[config.mk]
export PLATFORM = sky130hd
export DESIGN_NAME = glyph_coverage_pixel_blend
export DESIGN_NICKNAME = d
export VERILOG_FILES = /design/src/rtl/gcpb_pkg.sv /design/src/rtl/glyph_coverage_pixel_blend.sv
export SDC_FILE = /design/constraint.sdc
export NUM_CORES = 2
export LEC_CHECK = 0
export BUFFER_PORTS_ARGS = -buffer_cell sky130_fd_sc_hd__buf_2
export CAP_MARGIN = 20
export CORE_ASPECT_RATIO = 0.8
export CORE_MARGIN = 3
export CORE_UTILIZATION = 40
export CTS_BUF_LIST = sky130_fd_sc_hd__clkbuf_4
export DETAILED_ROUTE_END_ITERATION = 8
export MAX_ROUTING_LAYER = met4
export PLACE_DENSITY = 0.67
export SLEW_MARGIN = 25
export SYNTH_ARGS = -nofsm -noshare
export SYNTH_HDL_FRONTEND = slang
export SYNTH_SLANG_ARGS = --single-unit
[constraint.sdc]
create_clock -name clk -period 12 [get_ports clk]
set_input_delay 1.8 -clock clk [delete_from_list [all_inputs] [get_ports clk]]
set_output_delay 1.8 -clock clk [all_outputs]
set_load 0.01 [all_outputs]
[src/rtl/gcpb_pkg.sv]
`default_nettype none

package gcpb_pkg;

  // Pixel format codes
  localparam logic [3:0] FMT_Y8       = 4'd0;
  localparam logic [3:0] FMT_RGB24    = 4'd1;
  localparam logic [3:0] FMT_BGR24    = 4'd2;
  localparam logic [3:0] FMT_RGBA32   = 4'd3;
  localparam logic [3:0] FMT_BGRA32   = 4'd4;
  localparam logic [3:0] FMT_ARGB32   = 4'd5;
  localparam logic [3:0] FMT_ABGR32   = 4'd6;
  localparam logic [3:0] FMT_YUV444   = 4'd7;
  localparam logic [3:0] FMT_YUYV     = 4'd8;
  localparam logic [3:0] FMT_YVYU     = 4'd9;
  localparam logic [3:0] FMT_UYVY     = 4'd10;
  localparam logic [3:0] FMT_VYUY     = 4'd11;
  localparam logic [3:0] FMT_YUVA4444 = 4'd12;

  // Configuration register indexes
  localparam logic [2:0] REG_PIXEL_FORMAT = 3'd0;
  localparam logic [2:0] REG_BLEND_ENABLE = 3'd1;
  localparam logic [2:0] REG_COLOR_0      = 3'd2;
  localparam logic [2:0] REG_COLOR_1      = 3'd3;
  localparam logic [2:0] REG_COLOR_2      = 3'd4;

  localparam int CFG_ADDR_W   = 3;
  localparam int CFG_DATA_W   = 8;
  localparam int IN_TDATA_W   = 48;
  localparam int IN_TUSER_W   = 2;
  localparam int OUT_TDATA_W  = 32;
  localparam int NUM_BYTES    = 4;

  localparam logic [3:0] FMT_RESET   = FMT_Y8;
  localparam logic       BLEND_RESET = 1'b1;
  localparam logic [7:0] COLOR_RESET = 8'hFF;

  typedef logic [7:0] byte_t;

  // x / 255 for x < 65280, by reciprocal with correction
  function automatic byte_t div255(input logic [15:0] x);
    logic [16:0] sum;
    sum = {1'b0, x} + {9'd0, x[15:8]} + 17'd1;
    return sum[15:8];
  endfunction

endpackage

`default_nettype wire

[src/rtl/glyph_coverage_pixel_blend.sv]
`default_nettype none

// Glyph coverage pixel blend: writes the text color into one destination pixel
// group per transfer, weighted by 8-bit glyph coverage, for the selected pixel
// format (blend with the destination, or scale the color only). Two register
// stages (input register, result register) with a multiply-add and a
// divide-by-255 per byte lane between them; one pixel group is taken every clock
// unless both registers are full and the output is stalled, and its result
// passes the input register and then the result register before it is offered
// on out_*. The result register parts the two sides, so a stalled output still
// lets one more item in. Configuration is written through cfg_*; the user must
// write it only while the stream is idle, as the block does not enforce this.
module glyph_coverage_pixel_blend
  import gcpb_pkg::*;
(
  input  wire                     clk,
  input  wire                     rst_n,

  input  wire                     cfg_we,
  input  wire [CFG_ADDR_W-1:0]    cfg_addr,
  input  wire [CFG_DATA_W-1:0]    cfg_wdata,

  input  wire                     in_tvalid,
  output logic                    in_tready,
  // coverage_first, coverage_second, dest_byte_0, dest_byte_1, dest_byte_2, dest_byte_3
  input  wire [IN_TDATA_W-1:0]    in_tdata,
  // second_present, odd_start
  input  wire [IN_TUSER_W-1:0]    in_tuser,

  output logic                    out_tvalid,
  input  wire                     out_tready,
  // out_byte_0, out_byte_1, out_byte_2, out_byte_3
  output logic [OUT_TDATA_W-1:0]  out_tdata
);

  logic [3:0] pixel_format_r;
  logic       blend_enable_r;
  byte_t      color_0_r, color_1_r, color_2_r;

  logic       s1_valid_r;
  byte_t      cov_first_r, cov_second_r;
  logic       second_r, odd_r;
  byte_t      dest_r [NUM_BYTES];

  logic                   out_valid_r;
  logic [OUT_TDATA_W-1:0] out_data_r;
  logic [OUT_TDATA_W-1:0] out_data_nxt;

  logic advance;

  assign advance    = !out_valid_r || out_tready;
  assign in_tready  = advance || !s1_valid_r;
  assign out_tvalid = out_valid_r;
  assign out_tdata  = out_data_r;

  // Configuration registers
  always_ff @(posedge clk) begin
    if (!rst_n) begin
      pixel_format_r <= FMT_RESET;
      blend_enable_r <= BLEND_RESET;
      color_0_r      <= COLOR_RESET;
      color_1_r      <= COLOR_RESET;
      color_2_r      <= COLOR_RESET;
    end else if (cfg_we) begin
      unique case (cfg_addr)
        REG_PIXEL_FORMAT: pixel_format_r <= cfg_wdata[3:0];
        REG_BLEND_ENABLE: blend_enable_r <= cfg_wdata[0];
        REG_COLOR_0:      color_0_r      <= cfg_wdata;
        REG_COLOR_1:      color_1_r      <= cfg_wdata;
        REG_COLOR_2:      color_2_r      <= cfg_wdata;
        default: ;
      endcase
    end
  end

  // Input register
  always_ff @(posedge clk) begin
    if (!rst_n) begin
      s1_valid_r <= 1'b0;
    end else if (in_tready) begin
      s1_valid_r <= in_tvalid;
    end
  end

  always_ff @(posedge clk) begin
    if (in_tready && in_tvalid) begin
      cov_first_r  <= in_tdata[7:0];
      cov_second_r <= in_tdata[15:8];
      dest_r[0]    <= in_tdata[23:16];
      dest_r[1]    <= in_tdata[31:24];
      dest_r[2]    <= in_tdata[39:32];
      dest_r[3]    <= in_tdata[47:40];
      second_r     <= in_tuser[0];
      odd_r        <= in_tuser[1];
    end
  end

  // Per-lane selection of coverage and color
  byte_t ca, cb, cc;
  logic  chroma_swap;
  byte_t lane_cov [NUM_BYTES];
  byte_t lane_col [NUM_BYTES];
  logic  lane_mix [NUM_BYTES];
  logic  lane_alpha [NUM_BYTES];

  always_comb begin
    ca = color_0_r;
    cb = color_1_r;
    cc = color_2_r;
    if (pixel_format_r == FMT_BGR24 || pixel_format_r == FMT_BGRA32 ||
        pixel_format_r == FMT_ABGR32) begin
      ca = color_2_r;
      cc = color_0_r;
    end
    chroma_swap = (pixel_format_r == FMT_YUYV || pixel_format_r == FMT_UYVY) ? odd_r : !odd_r;
    if ((pixel_format_r inside {FMT_YUYV, FMT_YVYU, FMT_UYVY, FMT_VYUY}) && chroma_swap) begin
      cb = cc;
      cc = color_1_r;
    end

    for (int i = 0; i < NUM_BYTES; i++) begin
      lane_cov[i]   = cov_first_r;
      lane_col[i]   = ca;
      lane_mix[i]   = 1'b0;
      lane_alpha[i] = 1'b0;
    end

    case (pixel_format_r) inside
      FMT_Y8: begin
        lane_mix[0] = 1'b1;
      end
      FMT_RGB24, FMT_BGR24, FMT_YUV444: begin
        lane_mix[0] = 1'b1;
        lane_mix[1] = 1'b1; lane_col[1] = cb;
        lane_mix[2] = 1'b1; lane_col[2] = cc;
      end
      FMT_RGBA32, FMT_BGRA32, FMT_YUVA4444: begin
        lane_mix[0] = 1'b1;
        lane_mix[1] = 1'b1; lane_col[1] = cb;
        lane_mix[2] = 1'b1; lane_col[2] = cc;
        lane_alpha[3] = 1'b1;
      end
      FMT_ARGB32, FMT_ABGR32: begin
        lane_alpha[0] = 1'b1;
        lane_mix[1] = 1'b1; lane_col[1] = ca;
        lane_mix[2] = 1'b1; lane_col[2] = cb;
        lane_mix[3] = 1'b1; lane_col[3] = cc;
      end
      FMT_YUYV, FMT_YVYU: begin
        lane_mix[0] = 1'b1; lane_col[0] = ca;
        lane_mix[1] = 1'b1; lane_col[1] = cb;
        lane_mix[2] = second_r; lane_col[2] = ca; lane_cov[2] = cov_second_r;
        lane_mix[3] = second_r; lane_col[3] = cc; lane_cov[3] = cov_second_r;
      end
      FMT_UYVY, FMT_VYUY: begin
        lane_mix[0] = 1'b1; lane_col[0] = cb;
        lane_mix[1] = 1'b1; lane_col[1] = ca;
        lane_mix[2] = second_r; lane_col[2] = cc; lane_cov[2] = cov_second_r;
        lane_mix[3] = second_r; lane_col[3] = ca; lane_cov[3] = cov_second_r;
      end
      default: ;
    endcase
  end

  // Byte lanes: one multiply-add and divide by 255 each
  always_comb begin
    logic [15:0] dest_term, col_term, acc;
    byte_t       res;
    out_data_nxt = '0;
    for (int i = 0; i < NUM_BYTES; i++) begin
      dest_term = {8'd0, dest_r[i]} * {8'd0, 8'd255 - lane_cov[i]};
      col_term  = {8'd0, lane_col[i]} * {8'd0, lane_cov[i]};
      acc       = blend_enable_r ? (dest_term + col_term) : col_term;
      res       = dest_r[i];
      if (lane_cov[i] != 8'd0) begin
        if (lane_alpha[i]) begin
          res = 8'hFF;
        end else if (lane_mix[i]) begin
          res = div255(acc);
        end
      end
      out_data_nxt[i*8 +: 8] = res;
    end
  end

  // Result register
  always_ff @(posedge clk) begin
    if (!rst_n) begin
      out_valid_r <= 1'b0;
    end else if (advance) begin
      out_valid_r <= s1_valid_r;
    end
  end

  always_ff @(posedge clk) begin
    if (advance && s1_valid_r) begin
      out_data_r <= out_data_nxt;
    end
  end

  a_full_blocks_input: assert property (@(posedge clk) disable iff (!rst_n)
    (s1_valid_r && out_valid_r && !out_tready) |-> !in_tready)
    else $error("input taken while both stages are full and output is stalled");

  a_stage_moves: assert property (@(posedge clk) disable iff (!rst_n)
    (s1_valid_r && advance) |=> out_valid_r)
    else $error("item in input stage lost on advance");

  a_alpha_forced: assert property (@(posedge clk) disable iff (!rst_n)
    (advance && s1_valid_r && cov_first_r != 8'd0 &&
     (pixel_format_r == FMT_RGBA32 || pixel_format_r == FMT_YUVA4444))
    |=> out_data_r[31:24] == 8'hFF)
    else $error("alpha byte not forced for covered pixel");

  a_reset_clears: assert property (@(posedge clk)
    !rst_n |=> (!out_valid_r && !s1_valid_r))
    else $error("pipeline valid set after reset");

endmodule

`default_nettype wire

==> flow_summary.toml <==
[final_layout]
stdcell_count = 3966
syn2layout_area_growth_pct = 7.74
seq_area_mm2 = 0.00309
nets = 3821
multiInputGateArea_mm2 = 0.0208
n_fill_cell = 6419
drive_gt1_share_pct = 8.87

[timing]
fmax_mhz = 88.2
worst_pin_slew_ps = 1040
relSlewSlack_pct = 30.4
hold_viol = 0
fin_crit_ps = 11330
holdWs_ps = 496
finalSetupViolCount = 0
finClkSkew_ps = 55.6
grt_setup_unrepaired = "no"
fin_setup_tns_ps = 0
maxSlewViolCount = 0
period_share_pct = 94.4

[routing]
vias_per_cell = 5.28
wl_mm = 70.0
drt_pass1_iterations = 5
wl_per_cell_um = 17.7
ant_nets = 0
drcViolationCount = 0
vias = 21000
drt_iter0_markers = 1735

[global_routing]
antenna_found_initial = 3
grt_max_degree = 55
first_global_vias = 21000
grt_overflow = 0
grt_usage_pct = 21.7
grt_pass1_wl_mm = 115

[flow_run]
max-cap-violations = 0

[critical_path]
reg2reg_slack_ps = 670
r2r_end = "out_tdata[31]"
critPathTopFamily = "adder cells"
crit_path_start_kind = "register"
cp_slowest_cell = "fa_1"
cp_num_buf_inv = 7
worstSetupPathType = "reg -> reg"
r2r-start = "pixel_format_r[2]"
critPathMaxFanout = 13
max_stage_delay_ps = 520
ff2ff_path_depth = 42
critPathMostFrequentCell = "fa_1"
worstPathRequired_ps = 12500
arrival_ps = 11840
worstSetupEndpointType = "register"

[place]
hpwl_mm = 55.3
place_inst = 3929
portBuffers = 99
gp_congestion = 0.945

[clock_network]
cts_num_sinks = 113
tritoncts = "done"
h-tree-depth = 4
postCtsHoldBufs = 0
clk_path_buf_depth = 2
cts-buffers-inserted = 17
clk_pin_slew_ps = 120
root_buffer = "clkbuf_4"
clk-insertion-delay-late_ps = 800

[yosys]
seq_area_frac_synth_pct = 11.8
synth.most_common_cell = "inv_1"
yosys-top-cells-area = "fa_1, ha_1, edfxtp_1, inv_1, and2_1"
synth_flop_cell = "edfxtp_1"
yosysWarnings = 0
synth_seq_cells = 113
yosys-top-cells-count = "inv_1, fa_1, ha_1, nand2_1, and2_1"
synth_edf_count = 82
async_reset_ff_share_pct = 0
synth_fp_nets = 3746
post-synth-top-area-cell = "fa_1"
synth_cell_type_count = 87
syn_area_mm2 = 0.0262
synthCells = 3024
synth.top_cell.area_share_pct = 26.3
synth.avg_cell_area_um2 = 8.66

[die]
core_area_mm2 = 0.0645
die_area_mm2 = 0.0686
io_pins = 100
initial_core_util_pct = 40.6
fp.dieH_um = 235
die_w_um = 292
num_rows = 83

[min_path]
min_delay_path_depth = 2
min_to = "color_2_r[6]"
min-delay-start = "color_2_r[6]"
hold_path.class = "reg -> reg"

[status]
status = "complete, no violations"
[worst reg2reg max path, delay by kind of cell, from the launching register on]
family                   cells  cell delay, ps
AND/OR/NAND/NOR             10            1760
adder cells (fa/ha/maj)     11            4590
flip-flops                   1             480
AO/OA/AOI/OAI               11            3090
XOR/XNOR                     3             610
buffers and inverters        7             550
[stage by stage]
| stage | instance area [µm²] | setup WS [ps] | util, % |
|---|---|---|---|
| floorplan | 26200 | 1250 | - |
| finish | 28200 | 667 | 43.8 |
| CTS | 28100 | 238 | 43.6 |
| global route | 28200 | 10.8 | 43.8 |
| global placement | 27800 | 460 | 43.2 |
| detailed placement | 27800 | 250 | 43.2 |
[state kept, by name, summed over array words and instances (netlist names)]
| name | count |
|---|---|
| out_tvalid | 1 |
| s1_valid_r | 1 |
| blend_enable_r | 1 |
| dest_r | 32 |
| out_tdata | 32 |
| cov_second_r | 8 |
| second_r | 1 |
| pixel_format_r | 4 |
| color_0_r | 8 |
| cov_first_r | 8 |
| odd_r | 1 |
| color_1_r | 8 |
| color_2_r | 8 |
[metal layers]
| metal | up-vias | global-route usage (%) | wire length (µm) | part of all wire [%] |
|---|---|---|---|---|
| li1 | 10100 | - | - | - |
| met1 | 10200 | 30.4 | 33600 | 48 |
| met2 | 591 | 32.2 | 30300 | 43 |
| met3 | 64 | 4.37 | 4840 | 6.9 |
| met4 | 0 | 5.15 | 1250 | 1.8 |
| met5 | - | - | 0 | 0 |
[cells by family after synthesis]
kind of cell             Yosys count  synth area share (%)
XOR/XNOR                         103                  3.60
buffers and inverters            644                  9.31
AO/OA/AOI/OAI                    464                  12.1
flip-flops                       113                  11.8
multiplexers                      62                  2.47
adder cells (fa/ha/maj)          656                  41.2
AND/OR/NAND/NOR                  982                  19.5
[how the worst max path moves through the flow]
stage | start | to | slack (ps) | depth (start not counted)
final | pixel_format_r[2] | out_tdata[31] | 670 | 42
after global routing | pixel_format_r[2] | out_tdata[31] | 10 | 42
after CTS | pixel_format_r[3] | out_tdata[15] | 240 | 42
after detailed placement | pixel_format_r[1] | out_tdata[15] | 250 | 42
after global placement | pixel_format_r[1] | out_tdata[15] | 460 | 40
after floorplan | pixel_format_r[0] | out_tdata[15] | 1250 | 45
[repair_timing]
item                       4_1_cts  5_1_grt
hold endpoints to repair         0        0
setup endpoints to repair        0       15
setup buffers                    0        1
resized for setup                0       20
[layout make-up]
class                           instances  share of cell area, %
Multi-Input combinational cell       2267                   73.7
Sequential cell                       113                   10.9
Inverter                              540                   7.18
Tap cell                              850                   3.77
Timing Repair Buffer                  160                   3.38
Clock inverter                         14                  0.541
Clock buffer                           18                  0.479
Antenna cell                            4                 0.0355
[placed cells by master, fill, tap and decap left out, types with 19 or more instances in the layout]
cell type and instances:
dfxtp_1 29, nand2_1 273, nand2b_1 77, fa_1 344
a21oi_1 113, ha_1 312, edfxtp_1 82, nor2_1 137
nand3_1 49, o21ai_0 69, inv_1 539, o211ai_1 21
a211oi_1 32, and2_1 186, mux2i_1 29, mux2_2 22
or2_2 19, a21o_1 38, buf_2 99, nor2b_1 114
nor3_1 27, xnor2_1 68, o21ai_1 25, xor2_1 31
buf_4 61
Power is not shown: default switching activity piles up to over one toggle a cycle in this logic, so the estimate is an artifact.
